--- src/hw/rtl/wsmv_pkg.sv ---
// ----------------------------------------------------------------------------
// wsmv_pkg: shared types and constants of the WAV mono volume stream block
// Holds the result codes, the header layout, the parser phases and the
// word types that pass between the parser and the scaling pipeline.
// ----------------------------------------------------------------------------
package wsmv_pkg;

   localparam logic [2:0] KIND_SAMPLE = 3'd0;
   localparam logic [2:0] KIND_ACCEPT = 3'd1;
   localparam logic [2:0] KIND_BADTAG = 3'd2;
   localparam logic [2:0] KIND_BADFMT = 3'd3;
   localparam logic [2:0] KIND_SHORT  = 3'd4;

   localparam logic [5:0] HEADER_LEN   = 6'd44;
   localparam logic [5:0] POS_RIFF_END = 6'd4;
   localparam logic [5:0] POS_WAVE     = 6'd8;
   localparam logic [5:0] POS_WAVE_END = 6'd12;
   localparam logic [5:0] POS_CHAN_LO  = 6'd22;
   localparam logic [5:0] POS_CHAN_HI  = 6'd23;
   localparam logic [5:0] POS_RATE     = 6'd24;
   localparam logic [5:0] POS_RATE_END = 6'd28;
   localparam logic [5:0] POS_BITS_LO  = 6'd34;
   localparam logic [5:0] POS_BITS_HI  = 6'd35;
   localparam logic [5:0] POS_SIZE     = 6'd40;

   localparam logic [15:0] SUPPORTED_BITS = 16'd16;
   localparam logic [15:0] CHANNELS_MONO  = 16'd1;
   localparam logic [15:0] CHANNELS_STEREO = 16'd2;

   localparam logic [6:0] VOLUME_RESET = 7'd50;
   localparam logic [6:0] VOLUME_LIMIT = 7'd100;

   // Division by 100 as a multiply by floor(2^22 / 100) and one correction.
   localparam logic [15:0] RECIP_100   = 16'd41943;
   localparam int          RECIP_SHIFT = 22;
   localparam logic [22:0] DIVISOR     = 23'd100;

   localparam logic signed [16:0] SAMPLE_MAX = 17'sd32767;
   localparam logic signed [16:0] SAMPLE_MIN = -17'sd32768;

   typedef enum logic [2:0] {
      PH_HEADER = 3'b001,
      PH_DATA   = 3'b010,
      PH_IDLE   = 3'b100
   } phase_type;

   typedef struct packed {
      logic [2:0]  kind;
      logic [31:0] rate_hz;
      logic [15:0] channels;
      logic [15:0] depth_bits;
      logic [31:0] chunk_size;
   } hdr_type;

   typedef struct packed {
      hdr_type            hdr;
      logic signed [15:0] mixed;
   } res_type;

   function automatic logic [7:0] riff_byte(input logic [1:0] idx);
      logic [7:0] b;
      unique case (idx)
         2'd0: b = 8'h52;
         2'd1: b = 8'h49;
         2'd2: b = 8'h46;
         2'd3: b = 8'h46;
         default: b = 8'h00;
      endcase
      return b;
   endfunction

   function automatic logic [7:0] wave_byte(input logic [1:0] idx);
      logic [7:0] b;
      unique case (idx)
         2'd0: b = 8'h57;
         2'd1: b = 8'h41;
         2'd2: b = 8'h56;
         2'd3: b = 8'h45;
         default: b = 8'h00;
      endcase
      return b;
   endfunction

   function automatic logic [31:0] put_byte32(input logic [31:0] val,
                                              input logic [1:0] idx,
                                              input logic [7:0] b);
      logic [31:0] r;
      r = val;
      unique case (idx)
         2'd0: r[7:0]   = b;
         2'd1: r[15:8]  = b;
         2'd2: r[23:16] = b;
         2'd3: r[31:24] = b;
         default: r = val;
      endcase
      return r;
   endfunction

endpackage

--- src/hw/rtl/wsmv_ifs.sv ---
// ----------------------------------------------------------------------------
// wsmv_ifs: handshake channels of the WAV mono volume stream block
// Byte input channel, result channel and volume register write channel.
// ----------------------------------------------------------------------------
interface wsmv_req_if;
   logic       valid;
   logic       ready;
   logic [7:0] data_byte;
   logic       file_start;
   logic       file_end;

   modport source (output valid, data_byte, file_start, file_end, input ready);
   modport sink (input valid, data_byte, file_start, file_end, output ready);
endinterface

interface wsmv_rsp_if;
   logic               valid;
   logic               ready;
   logic [2:0]         kind;
   logic signed [15:0] sample;
   logic [31:0]        rate_hz;
   logic [15:0]        channels;
   logic [15:0]        depth_bits;
   logic [31:0]        chunk_size;

   modport source (output valid, kind, sample, rate_hz, channels,
                   depth_bits, chunk_size, input ready);
   modport sink (input valid, kind, sample, rate_hz, channels,
                 depth_bits, chunk_size, output ready);
endinterface

interface wsmv_csr_if;
   logic       valid;
   logic       ready;
   logic [6:0] volume_percent;

   modport source (output valid, volume_percent, input ready);
   modport sink (input valid, volume_percent, output ready);
endinterface

--- src/hw/rtl/wsmv_parse.sv ---
// ----------------------------------------------------------------------------
// wsmv_parse: header parser and frame assembler
// Walks the 44-byte header, checks tags and format, then gathers frame bytes
// and mixes stereo frames down to one sample. Results land in a register.
// ----------------------------------------------------------------------------
module wsmv_parse import wsmv_pkg::*; (
   input  logic    clock,
   input  logic    reset,
   input  logic    in_valid,
   output logic    in_ready,
   input  logic [7:0] data_byte,
   input  logic    file_start,
   input  logic    file_end,
   output logic    res_valid,
   input  logic    res_ready,
   output res_type res_data
);

   logic [5:0]  pos_ff, pos_in;
   phase_type   phase_ff, phase_in;
   logic        tags_ff, tags_in;
   logic [15:0] chan_ff, chan_in;
   logic [31:0] rate_ff, rate_in;
   logic [15:0] bits_ff, bits_in;
   logic [31:0] size_ff, size_in;
   logic [1:0]  fbi_ff, fbi_in;
   logic [23:0] fbytes_ff, fbytes_in;

   logic        res_valid_ff, res_valid_in;
   res_type     res_ff, res_in;

   logic        accept;
   logic        has_res;
   logic [5:0]  pos_next;
   logic [31:0] chan_wide;
   logic [31:0] bits_wide;
   logic        stereo;
   logic        frame_done;
   logic signed [15:0] left;
   logic signed [15:0] right;
   logic signed [16:0] sum;
   logic signed [16:0] half;
   logic [2:0]  kind;

   assign in_ready = !res_valid_ff || res_ready;
   assign accept   = in_valid && in_ready;

   always_comb begin
      pos_in    = pos_ff;
      phase_in  = phase_ff;
      tags_in   = tags_ff;
      chan_in   = chan_ff;
      rate_in   = rate_ff;
      bits_in   = bits_ff;
      size_in   = size_ff;
      fbi_in    = fbi_ff;
      fbytes_in = fbytes_ff;
      has_res   = 1'b0;
      kind      = KIND_SAMPLE;
      res_in    = '0;
      pos_next  = '0;
      chan_wide = '0;
      bits_wide = '0;
      stereo    = 1'b0;
      frame_done = 1'b0;
      left      = '0;
      right     = '0;
      sum       = '0;
      half      = '0;
      if (accept) begin
         if (file_start) begin
            pos_in    = '0;
            phase_in  = PH_HEADER;
            tags_in   = 1'b1;
            chan_in   = '0;
            rate_in   = '0;
            bits_in   = '0;
            size_in   = '0;
            fbi_in    = '0;
            fbytes_in = '0;
         end
         unique case (phase_in)
            PH_HEADER: begin
               chan_wide = {16'd0, chan_in};
               bits_wide = {16'd0, bits_in};
               priority if (pos_in < POS_RIFF_END) begin
                  if (data_byte != riff_byte(pos_in[1:0])) tags_in = 1'b0;
               end else if (pos_in >= POS_WAVE && pos_in < POS_WAVE_END) begin
                  if (data_byte != wave_byte(pos_in[1:0])) tags_in = 1'b0;
               end else if (pos_in == POS_CHAN_LO || pos_in == POS_CHAN_HI) begin
                  chan_wide = put_byte32(chan_wide, {1'b0, pos_in[0]}, data_byte);
               end else if (pos_in >= POS_RATE && pos_in < POS_RATE_END) begin
                  rate_in = put_byte32(rate_in, pos_in[1:0], data_byte);
               end else if (pos_in == POS_BITS_LO || pos_in == POS_BITS_HI) begin
                  bits_wide = put_byte32(bits_wide, {1'b0, pos_in[0]}, data_byte);
               end else if (pos_in >= POS_SIZE) begin
                  size_in = put_byte32(size_in, pos_in[1:0], data_byte);
               end else begin
                  tags_in = tags_in;
               end
               chan_in  = chan_wide[15:0];
               bits_in  = bits_wide[15:0];
               pos_next = pos_in + 6'd1;
               pos_in   = pos_next;
               if (pos_next == HEADER_LEN) begin
                  if (!tags_in) begin
                     kind = KIND_BADTAG;
                  end else if (bits_in != SUPPORTED_BITS ||
                               (chan_in != CHANNELS_MONO &&
                                chan_in != CHANNELS_STEREO)) begin
                     kind = KIND_BADFMT;
                  end else begin
                     kind = KIND_ACCEPT;
                  end
                  phase_in  = (kind == KIND_ACCEPT && !file_end) ? PH_DATA : PH_IDLE;
                  fbi_in    = '0;
                  fbytes_in = '0;
                  has_res   = 1'b1;
               end else if (file_end) begin
                  phase_in = PH_IDLE;
                  kind     = KIND_SHORT;
                  has_res  = 1'b1;
               end
               res_in.hdr.kind       = kind;
               res_in.hdr.rate_hz    = rate_in;
               res_in.hdr.channels   = chan_in;
               res_in.hdr.depth_bits = bits_in;
               res_in.hdr.chunk_size = size_in;
               res_in.mixed          = '0;
            end
            PH_DATA: begin
               stereo     = (chan_in == CHANNELS_STEREO);
               frame_done = stereo ? (fbi_in == 2'd3) : (fbi_in != 2'd0);
               if (!frame_done) begin
                  unique case (fbi_in)
                     2'd0: fbytes_in[7:0]   = data_byte;
                     2'd1: fbytes_in[15:8]  = data_byte;
                     2'd2: fbytes_in[23:16] = data_byte;
                     2'd3: fbytes_in = fbytes_in;
                     default: fbytes_in = fbytes_in;
                  endcase
                  fbi_in = fbi_in + 2'd1;
               end else begin
                  left  = fbytes_in[15:0];
                  right = {data_byte, fbytes_in[23:16]};
                  sum   = 17'(left) + 17'(right);
                  half  = (sum + {16'd0, sum[16]}) >>> 1;
                  res_in.hdr.kind = KIND_SAMPLE;
                  res_in.mixed = stereo ? half[15:0] : {data_byte, fbytes_in[7:0]};
                  fbi_in    = '0;
                  fbytes_in = '0;
                  has_res   = 1'b1;
               end
               if (file_end) phase_in = PH_IDLE;
            end
            PH_IDLE: begin
               has_res = 1'b0;
            end
            default: begin
               has_res = 1'b0;
            end
         endcase
      end
   end

   always_comb begin
      if (accept) begin
         res_valid_in = has_res;
      end else begin
         res_valid_in = res_valid_ff && !res_ready;
      end
   end

   always_ff @(posedge clock) begin
      if (reset) begin
         pos_ff       <= '0;
         phase_ff     <= PH_HEADER;
         tags_ff      <= 1'b1;
         chan_ff      <= '0;
         rate_ff      <= '0;
         bits_ff      <= '0;
         size_ff      <= '0;
         fbi_ff       <= '0;
         fbytes_ff    <= '0;
         res_valid_ff <= 1'b0;
      end else begin
         pos_ff       <= pos_in;
         phase_ff     <= phase_in;
         tags_ff      <= tags_in;
         chan_ff      <= chan_in;
         rate_ff      <= rate_in;
         bits_ff      <= bits_in;
         size_ff      <= size_in;
         fbi_ff       <= fbi_in;
         fbytes_ff    <= fbytes_in;
         res_valid_ff <= res_valid_in;
      end
   end

   always_ff @(posedge clock) begin
      if (accept && has_res) begin
         res_ff <= res_in;
      end
   end

   assign res_valid = res_valid_ff;
   assign res_data  = res_ff;

endmodule

--- src/hw/rtl/wsmv_scale.sv ---
// ----------------------------------------------------------------------------
// wsmv_scale: volume scaling pipeline
// Multiplies the mixed sample by the volume, divides by 100 through a
// reciprocal multiply and one correction, saturates and holds the result.
// ----------------------------------------------------------------------------
module wsmv_scale import wsmv_pkg::*; (
   input  logic       clock,
   input  logic       reset,
   input  logic [6:0] volume,
   input  logic       in_valid,
   output logic       in_ready,
   input  res_type    in_data,
   wsmv_rsp_if.source rsp_if
);

   logic        s2_valid_ff, s3_valid_ff, s4_valid_ff, out_valid_ff;
   logic        s2_ready, s3_ready, s4_ready, out_ready;
   logic        s2_load, s3_load, s4_load, out_load;

   hdr_type     s2_hdr_ff, s3_hdr_ff, s4_hdr_ff, out_hdr_ff;
   logic [21:0] s2_mag_ff, s3_mag_ff;
   logic        s2_neg_ff, s3_neg_ff, s4_neg_ff;
   logic [15:0] s3_q0_ff, s4_q_ff;
   logic signed [15:0] out_sample_ff;

   logic [21:0] s2_mag_in;
   logic [15:0] s3_q0_in;
   logic [15:0] s4_q_in;
   logic signed [15:0] out_sample_in;

   logic [6:0]         vol_clamped;
   logic signed [7:0]  vol_signed;
   logic signed [23:0] product;
   logic [23:0]        mag_full;
   logic [37:0]        recip;
   logic [22:0]        back;
   logic [22:0]        rem;
   logic signed [16:0] signed_q;

   assign out_ready = !out_valid_ff || rsp_if.ready;
   assign s4_ready  = !s4_valid_ff || out_ready;
   assign s3_ready  = !s3_valid_ff || s4_ready;
   assign s2_ready  = !s2_valid_ff || s3_ready;
   assign in_ready  = s2_ready;

   assign s2_load  = in_valid && s2_ready;
   assign s3_load  = s2_valid_ff && s3_ready;
   assign s4_load  = s3_valid_ff && s4_ready;
   assign out_load = s4_valid_ff && out_ready;

   always_comb begin
      vol_clamped = (volume > VOLUME_LIMIT) ? VOLUME_LIMIT : volume;
      vol_signed  = {1'b0, vol_clamped};
      product     = in_data.mixed * vol_signed;
      mag_full    = product[23] ? 24'(-product) : product;
      s2_mag_in   = mag_full[21:0];

      recip    = 38'(s2_mag_ff) * 38'(RECIP_100);
      s3_q0_in = recip[37:RECIP_SHIFT];

      back    = 23'(s3_q0_ff) * DIVISOR;
      rem     = 23'(s3_mag_ff) - back;
      s4_q_in = (rem >= DIVISOR) ? s3_q0_ff + 16'd1 : s3_q0_ff;

      signed_q = s4_neg_ff ? -$signed({1'b0, s4_q_ff}) : $signed({1'b0, s4_q_ff});
      priority if (signed_q > SAMPLE_MAX) begin
         out_sample_in = SAMPLE_MAX[15:0];
      end else if (signed_q < SAMPLE_MIN) begin
         out_sample_in = SAMPLE_MIN[15:0];
      end else begin
         out_sample_in = signed_q[15:0];
      end
   end

   always_ff @(posedge clock) begin
      if (reset) begin
         s2_valid_ff  <= 1'b0;
         s3_valid_ff  <= 1'b0;
         s4_valid_ff  <= 1'b0;
         out_valid_ff <= 1'b0;
      end else begin
         if (s2_ready) s2_valid_ff <= in_valid;
         if (s3_ready) s3_valid_ff <= s2_valid_ff;
         if (s4_ready) s4_valid_ff <= s3_valid_ff;
         if (out_ready) out_valid_ff <= s4_valid_ff;
      end
   end

   always_ff @(posedge clock) begin
      if (s2_load) begin
         s2_hdr_ff <= in_data.hdr;
         s2_mag_ff <= s2_mag_in;
         s2_neg_ff <= product[23];
      end
      if (s3_load) begin
         s3_hdr_ff <= s2_hdr_ff;
         s3_mag_ff <= s2_mag_ff;
         s3_neg_ff <= s2_neg_ff;
         s3_q0_ff  <= s3_q0_in;
      end
      if (s4_load) begin
         s4_hdr_ff <= s3_hdr_ff;
         s4_neg_ff <= s3_neg_ff;
         s4_q_ff   <= s4_q_in;
      end
      if (out_load) begin
         out_hdr_ff    <= s4_hdr_ff;
         out_sample_ff <= out_sample_in;
      end
   end

   assign rsp_if.valid      = out_valid_ff;
   assign rsp_if.kind       = out_hdr_ff.kind;
   assign rsp_if.sample     = out_sample_ff;
   assign rsp_if.rate_hz    = out_hdr_ff.rate_hz;
   assign rsp_if.channels   = out_hdr_ff.channels;
   assign rsp_if.depth_bits = out_hdr_ff.depth_bits;
   assign rsp_if.chunk_size = out_hdr_ff.chunk_size;

endmodule

--- src/hw/rtl/wav_stream_mono_volume_top.sv ---
// ----------------------------------------------------------------------------
// wav_stream_mono_volume_top: WAV header parser, mono downmix and volume
// Results pass the parser result register and scaling stages s2, s3, s4 and
// out to rsp. Throughput: one byte word per cycle unless rsp ready stalls;
// the parser register and four scaling stages each take a new word whenever
// the stage after them moves. Reset clears the parser to header byte 0,
// empties the pipeline and sets the volume to 50 percent.
// ----------------------------------------------------------------------------
module wav_stream_mono_volume_top import wsmv_pkg::*; (
   input  logic       clock,
   input  logic       reset,
   wsmv_req_if.sink   req_if,
   wsmv_rsp_if.source rsp_if,
   wsmv_csr_if.sink   csr_if
);

   logic [6:0] volume_ff, volume_in;
   logic       mid_valid;
   logic       mid_ready;
   res_type    mid_data;

   assign csr_if.ready = 1'b1;
   assign volume_in    = (csr_if.valid && csr_if.ready) ? csr_if.volume_percent
                                                        : volume_ff;

   always_ff @(posedge clock) begin
      if (reset) begin
         volume_ff <= VOLUME_RESET;
      end else begin
         volume_ff <= volume_in;
      end
   end

   wsmv_parse u_parse (
      .clock      (clock),
      .reset      (reset),
      .in_valid   (req_if.valid),
      .in_ready   (req_if.ready),
      .data_byte  (req_if.data_byte),
      .file_start (req_if.file_start),
      .file_end   (req_if.file_end),
      .res_valid  (mid_valid),
      .res_ready  (mid_ready),
      .res_data   (mid_data)
   );

   wsmv_scale u_scale (
      .clock    (clock),
      .reset    (reset),
      .volume   (volume_ff),
      .in_valid (mid_valid),
      .in_ready (mid_ready),
      .in_data  (mid_data),
      .rsp_if   (rsp_if)
   );

`ifndef SYNTH
   a_volume_write: assert property (@(posedge clock) disable iff (reset)
      csr_if.valid && csr_if.ready |=> volume_ff == $past(csr_if.volume_percent))
      else $error("Volume register did not take the written word.");

   a_report_no_sample: assert property (@(posedge clock) disable iff (reset)
      rsp_if.valid && rsp_if.kind != KIND_SAMPLE |-> rsp_if.sample == 16'sd0)
      else $error("Header report carries a nonzero sample.");

   a_sample_no_header: assert property (@(posedge clock) disable iff (reset)
      rsp_if.valid && rsp_if.kind == KIND_SAMPLE |->
         rsp_if.rate_hz == 32'd0 && rsp_if.channels == 16'd0 &&
         rsp_if.chunk_size == 32'd0)
      else $error("Sample word carries header fields.");
`endif

endmodule
--- src/flat_wrapper.sv ---
// flat-port wrapper written by rule: the top's interface ports become plain ports
module wav_stream_mono_volume_top_flat import wsmv_pkg::*;
  (clock, reset, req_if_valid, req_if_data_byte, req_if_file_start, req_if_file_end, req_if_ready, rsp_if_valid, rsp_if_kind, rsp_if_sample, rsp_if_rate_hz, rsp_if_channels, rsp_if_depth_bits, rsp_if_chunk_size, rsp_if_ready, csr_if_valid, csr_if_volume_percent, csr_if_ready);
  wsmv_req_if req_if_i ();
  wsmv_rsp_if rsp_if_i ();
  wsmv_csr_if csr_if_i ();
  input  logic clock;
  input  logic reset;
  input wire logic [$bits(req_if_i.valid)-1:0] req_if_valid;
  input wire logic [$bits(req_if_i.data_byte)-1:0] req_if_data_byte;
  input wire logic [$bits(req_if_i.file_start)-1:0] req_if_file_start;
  input wire logic [$bits(req_if_i.file_end)-1:0] req_if_file_end;
  output wire logic [$bits(req_if_i.ready)-1:0] req_if_ready;
  output wire logic [$bits(rsp_if_i.valid)-1:0] rsp_if_valid;
  output wire logic [$bits(rsp_if_i.kind)-1:0] rsp_if_kind;
  output wire logic [$bits(rsp_if_i.sample)-1:0] rsp_if_sample;
  output wire logic [$bits(rsp_if_i.rate_hz)-1:0] rsp_if_rate_hz;
  output wire logic [$bits(rsp_if_i.channels)-1:0] rsp_if_channels;
  output wire logic [$bits(rsp_if_i.depth_bits)-1:0] rsp_if_depth_bits;
  output wire logic [$bits(rsp_if_i.chunk_size)-1:0] rsp_if_chunk_size;
  input wire logic [$bits(rsp_if_i.ready)-1:0] rsp_if_ready;
  input wire logic [$bits(csr_if_i.valid)-1:0] csr_if_valid;
  input wire logic [$bits(csr_if_i.volume_percent)-1:0] csr_if_volume_percent;
  output wire logic [$bits(csr_if_i.ready)-1:0] csr_if_ready;
  assign req_if_i.valid = req_if_valid;
  assign req_if_i.data_byte = req_if_data_byte;
  assign req_if_i.file_start = req_if_file_start;
  assign req_if_i.file_end = req_if_file_end;
  assign req_if_ready = req_if_i.ready;
  assign rsp_if_valid = rsp_if_i.valid;
  assign rsp_if_kind = rsp_if_i.kind;
  assign rsp_if_sample = rsp_if_i.sample;
  assign rsp_if_rate_hz = rsp_if_i.rate_hz;
  assign rsp_if_channels = rsp_if_i.channels;
  assign rsp_if_depth_bits = rsp_if_i.depth_bits;
  assign rsp_if_chunk_size = rsp_if_i.chunk_size;
  assign rsp_if_i.ready = rsp_if_ready;
  assign csr_if_i.valid = csr_if_valid;
  assign csr_if_i.volume_percent = csr_if_volume_percent;
  assign csr_if_ready = csr_if_i.ready;
  wav_stream_mono_volume_top u_core (.clock(clock), .reset(reset), .req_if(req_if_i), .rsp_if(rsp_if_i), .csr_if(csr_if_i));
endmodule
--- config.mk ---
export PLATFORM = sky130hd
export DESIGN_NAME = wav_stream_mono_volume_top_flat
export DESIGN_NICKNAME = d
export VERILOG_FILES = /design/src/hw/rtl/wsmv_pkg.sv /design/src/hw/rtl/wsmv_ifs.sv /design/src/hw/rtl/wsmv_parse.sv /design/src/hw/rtl/wsmv_scale.sv /design/src/hw/rtl/wav_stream_mono_volume_top.sv /design/src/flat_wrapper.sv
export SDC_FILE = /design/constraint.sdc
export NUM_CORES = 2
export LEC_CHECK = 0
export ABC_AREA = 1
export BUFFER_PORTS_ARGS = -buffer_cell sky130_fd_sc_hd__buf_2
export CORE_UTILIZATION = 55
export DETAILED_ROUTE_END_ITERATION = 12
export GPL_TIMING_DRIVEN = 0
export PLACE_DENSITY = 0.76
export SYNTH_ARGS = -nofsm -noshare
export SYNTH_HDL_FRONTEND = slang
export SYNTH_SLANG_ARGS = --single-unit
--- constraint.sdc ---
create_clock -name clock -period 18.2 [get_ports clock]
set_clock_uncertainty 0.1 [all_clocks]
set_input_delay 1.82 -clock clock [delete_from_list [all_inputs] [get_ports clock]]
set_output_delay 1.82 -clock clock [all_outputs]
set_load 0.1 [all_outputs]
Yosys cells after proc, flatten, opt, wreduce, memory -nomap -nowiden. Cells that the tools add are included.

Muxes and demuxes: 102. Equal/unequal tests: 20. $lt $le $gt $ge: 10. Add/sub/neg operators: 8. Multiply operators: 3. Reductions and logical operators: 32.

Operators by type and width (number): $mux W32 (14); $mux W16 (20); $mux W8 (22); $mux W24 (4); $pmux W24 S2 (1); $mul A22 B16 Y38 const B (1); $pmux W8 S4 (1); $mux W3 (10); $mul A16 B8 Y24 (1); $pmux W8 S3 (1); $ge A23 B7 Y1 const B (1); $sub A22 B23 Y23 (1); $mux W22 (1); $neg A22 Y22 (1); $mul A16 B5 Y21 const B (1); $eq A6 B6 Y1 const B (3); $mux W6 (3); $add A16 B16 Y17 (1); $add A17 B1 Y17 (1); $gt A17 B16 Y1 const B (1); $lt A17 B16 Y1 const B (1); $mux W17 (1); $neg A16 Y17 (1); $add A16 B1 Y16 const B (1); other kinds (33) (82).

Input port bits: 22. Logic and storage cells: 224. Register bits after elaboration: 750. Output and inout port bits: 118.

Longest topological paths before layout.
Depth in word-level cells: 29. Depth in mapped cells: 33. Depth with buffers taken out: 32.

Hierarchy. Synthesis repeated with hierarchy kept, for this count alone.

Cell total of the unflattened synthesis: 4548. Area, all modules: 44355.0 µm².

By module, submodules not included: wsmv_scale (area an instance 30703.2 µm², cells an instance 2678, instances 1, sequential area each 14764.2 µm²); wsmv_parse (area an instance 13359.1 µm², cells an instance 1829, instances 1, sequential area each 6115.9 µm²); wav_stream_mono_volume_top (area an instance 292.8 µm², cells an instance 41, instances 1, sequential area each 140.1 µm²).

Least setup slack after synthesis. No wires, ideal clock.

Path kind: input -> register. Start point: input port rsp_if_ready. End point: register u_core.u_scale.s2_hdr_ff[0] (netlist name) (enable). Setup time: 0.606 ns. Arrival: 7.291 ns. Path buffers: 0. Stages: 8. Required time: 17.494 ns. Setup slack: 10.203 ns. Path through: nor2_1 > inv_1 > nor2_1 > inv_1 > nor2_1 > inv_1 > nor2_1 > nor2_1.

Longest elaborated chain between the ends: 5.

Ends and longest elaborated chain: start: declaration (RTL line flat_wrapper.sv:21) `input wire logic [$bits(rsp_if_i.ready)-1:0] rsp_if_ready;`; $logic_or A1 B1 Y1 (RTL line wsmv_scale.sv:40) `assign out_ready = !out_valid_ff || rsp_if.ready;`; $logic_or A1 B1 Y1 (RTL line wsmv_scale.sv:41) `assign s4_ready = !s4_valid_ff || out_ready;`; $logic_or A1 B1 Y1 (RTL line wsmv_scale.sv:42) `assign s3_ready = !s3_valid_ff || s4_ready;`; $logic_or A1 B1 Y1 (RTL line wsmv_scale.sv:43) `assign s2_ready = !s2_valid_ff || s3_ready;`; $logic_and A1 B1 Y1 (RTL line wsmv_scale.sv:46) `assign s2_load = in_valid && s2_ready;`; named net u_core.u_scale.s2_load (RTL line wsmv_scale.sv:18) `logic s2_load, s3_load, s4_load, out_load;`; end signal: assignment (RTL line wsmv_scale.sv:91) `s2_hdr_ff <= in_data.hdr;`; end: declaration (RTL line wsmv_scale.sv:20) `hdr_type s2_hdr_ff, s3_hdr_ff, s4_hdr_ff, out_hdr_ff;`.

The timed path passes the listed nets, and every way through them passes these cells. A chain may end at the register's enable or synchronous reset.

Final worst setup path.
Start point: register u_core.volume_ff[6]. End point: register u_core.u_scale.s2_mag_ff[1] (data pin).

Elaborated cells on any way between the ends: 5. Those cells by class: add/sub (1); mul (1); order compare (1); mux (2).

RTL lines: start: declaration (RTL line wav_stream_mono_volume_top.sv:17) `logic [6:0] volume_ff, volume_in;`; start signal: assignment (RTL line wav_stream_mono_volume_top.sv:30) `volume_ff <= volume_in;`; $gt A7 B7 Y1 (RTL line wsmv_scale.sv:52) `vol_clamped = (volume > VOLUME_LIMIT) ? VOLUME_LIMIT : volume;`; $mux W7 * (RTL line wsmv_scale.sv:52); $mul A16 B8 Y24 * (RTL line wsmv_scale.sv:54) `product = in_data.mixed * vol_signed;`; named net u_core.u_scale.product[23] (RTL line wsmv_scale.sv:33) `logic signed [23:0] product;`; $mux W22 * (RTL line wsmv_scale.sv:55) `mag_full = product[23] ? 24'(-product) : product;`; named net u_core.u_scale.mag_full[1] (RTL line wsmv_scale.sv:34) `logic [23:0] mag_full;`; end signal: assignment (RTL line wsmv_scale.sv:92) `s2_mag_ff <= s2_mag_in;`; end: declaration (RTL line wsmv_scale.sv:21) `logic [21:0] s2_mag_ff, s3_mag_ff;`.

Mark *: on every way through the listed nets, which the timed path passes. The rest lies on a longest branch.

==> reports/results.txt <==
1st-pass router iterations -> 6
Antenna-violating nets left -> 0
Die height -> 283 um
Mapped Area -> 43500 um^2
Post-CTS Setup Repair Bufs -> 0
Worst-Skew Late Latency -> 670 ps
Hold-critical path depth -> 0
CTS Buffer Depth -> 3
PostCTS Resize Cnt -> 0
Core area -> 77800 um^2
Vias post-DR -> 30500
RSZ-0062 raised after global routing -> no
CP Class -> reg2reg
Worst r2r path cells -> 26
Commonest non-fill, non-tap cell in the layout -> nand2_1
Top FF cell, synth -> edfxtp_1
Sink Count -> 748
CP top delay family -> adder cells
First-pass GRT wire length -> 165000 um
Slew @ Worst Pin -> 1300 ps
Final hold vios -> 0
Register-to-register setup slack -> 11130 ps
Fmax -> 141 MHz
Post-synth EDFFs -> 604
Synthesis-to-finish area growth -> 11.2%
CP Buf/Inv Count -> 8
Avg WL per Cell -> 18.4 um
Drt total wl -> 105000 um
Clk slew on worst S/H paths -> 60 ps
Worst Path Max Fanout -> 10
Fraction of layout cells with a size suffix above 1 -> 0.0713
Number of global-route vias before repair -> 30400
Outcome -> complete, no violations
RR Startpoint -> u_core.volume_ff[6]
Remaining DRCs -> 0
Remaining global-route overflow -> 0
Worst Setup SP -> u_core.volume_ff[6]
Final net count -> 5153
Synth top area share -> 0.417
Synth warn -> 0
Syn avg cell area -> 10.0 um^2
Initial antenna violation count -> 1
Most frequent cells in the layout -> nand2_1 (852), inv_1 (752), edfxtp_1 (604), nor2_1 (345), ha_1 (324)
Final setup viols -> 0
Crit path time final -> 7070 ps
Share of synthesized registers carrying an async set or reset -> 0
Crit path top cell by count -> nand2_1
Hpwl dp -> 79000 um
Cell variety after synth -> 52
Synth Net Count -> 4926
Post-Synthesis Cells -> 4334
GR Util All Layers -> 0.264
Arrival @ worst endpoint -> 7410 ps
Hold crit path type -> reg2reg
Core Rows -> 102
CP max stage cell -> fa_1
Synth area leader -> edfxtp_1
Flops & latches, synth -> 748
Worst Setup End Kind -> flip-flop
Floorplan die width -> 283 um
# IOs -> 140
DR vias/cell -> 5.37
Max-slew violation count -> 0
CP peak stage delay -> 570 ps
Drt initial violations -> 2357
Max Cap Viol -> 0
Largest net degree at the start of global routing -> 79
Worst reg2reg endpoint -> u_core.u_scale.s2_mag_ff[1]
Placer Congestion -> 0.932
Die area -> 80200 um^2
Starting Density -> 0.558
Hold buffers post-CTS -> 0
Setup TNS -> 0 ps
Register area share after synthesis -> 0.484
Worst Path Required -> 18550 ps
Hold Startpoint -> u_core.u_parse.res_data[82]
Hold EP -> u_core.u_scale.s2_hdr_ff[66]
Top cells by area, synth -> edfxtp_1 (42%), fa_1 (11%), ha_1 (9.3%)
Final Cycle Share -> 0.388
Root buffer selected by CTS -> clkbuf_16
Htree depth -> 3
CTS buffer count -> 77
Number of buffers added on ports -> 137
Startpoint Class -> flip-flop
Relative slew slack -> 0.132
TritonCTS clock tree -> built
[final cells by class]
type | instances | area, um^2
flip-flops and latches | 748 | 21000
clock buffers | 93 | 2000
fillers | 6287 | 29500
repair buffers | 148 | 928
plain buffers | 104 | 457
multi-input cells | 2720 | 19200
well taps | 1040 | 1300
inverters | 762 | 2870
clock inverters | 51 | 618
diodes | 1 | 2.50
[synthesized netlist by cell type (7+ instances only)]
library cell and instances:
dfxtp_1 144, edfxtp_1 604, o21ai_0 185, xnor2_1 55, clkbuf_1 65, o211ai_1 50, a21o_1 7, nand2_1 853
nand4_1 44, ha_1 324, a21oi_1 277, buf_2 29, nand3_1 152, nor3_1 28, inv_1 754, nor2_1 347
fa_1 246, xor2_1 73, nand3b_1 7, a211oi_1 7
[cell families after synthesis]
kind of cell,synth area share
XOR/XNOR,0.0258
AND/OR/NAND/NOR,0.137
flip-flops,0.484
adder cells (fa/ha/maj),0.207
other,0.0000863
AO/OA/AOI/OAI,0.0703
buffers and inverters,0.0764
[through the flow]
step	hold slack, ps	std cells	cell area [um^2]	setup slack [ps]	util
detailed placement	305	5522	45700	11130	0.587
finish	296	5667	48400	11130	0.621
floorplan	300	4334	43500	10200	-
global route	314	5667	48400	10630	0.621
global placement	300	5511	45500	7170	0.584
CTS	286	5666	48300	11080	0.621
[worst max-delay path by stage]
stage,cells past startpoint,endpoint
floorplan,8,u_core.u_scale.s2_hdr_ff[0]
global placement,9,u_core.u_scale.s2_neg_ff
detailed placement,27,u_core.u_scale.s2_mag_ff[1]
CTS,26,u_core.u_scale.s2_mag_ff[1]
global route,29,u_core.u_scale.s2_mag_ff[20]
finish,26,u_core.u_scale.s2_mag_ff[1]
[metal layers]
layer	track usage	routed length, um	part of all wire
met3	0.0440	7280	0.070
met1	0.347	44000	0.42
met2	0.438	49000	0.47
met4	0.106	4260	0.041
met5	0	0	0
[state kept, by name, indices dropped and copies added, names as in the netlist, 20 cells and up]
| name | count |
|---|---|
| u_core.u_parse.fbytes_ff | 24 |
| u_core.u_scale.s2_hdr_ff | 99 |
| u_core.u_scale.s3_mag_ff | 20 |
| u_core.u_parse.res_data | 115 |
| u_core.u_scale.rsp_if.rate_hz | 32 |
| u_core.u_scale.s2_mag_ff | 22 |
| u_core.u_scale.rsp_if.chunk_size | 32 |
| u_core.u_scale.s3_hdr_ff | 99 |
| u_core.u_scale.s4_hdr_ff | 99 |
| u_core.u_parse.rate_ff | 32 |
| u_core.u_parse.size_ff | 32 |
Power is not shown: default switching activity piles up to over one toggle a cycle in this logic, so the estimate is an artifact.
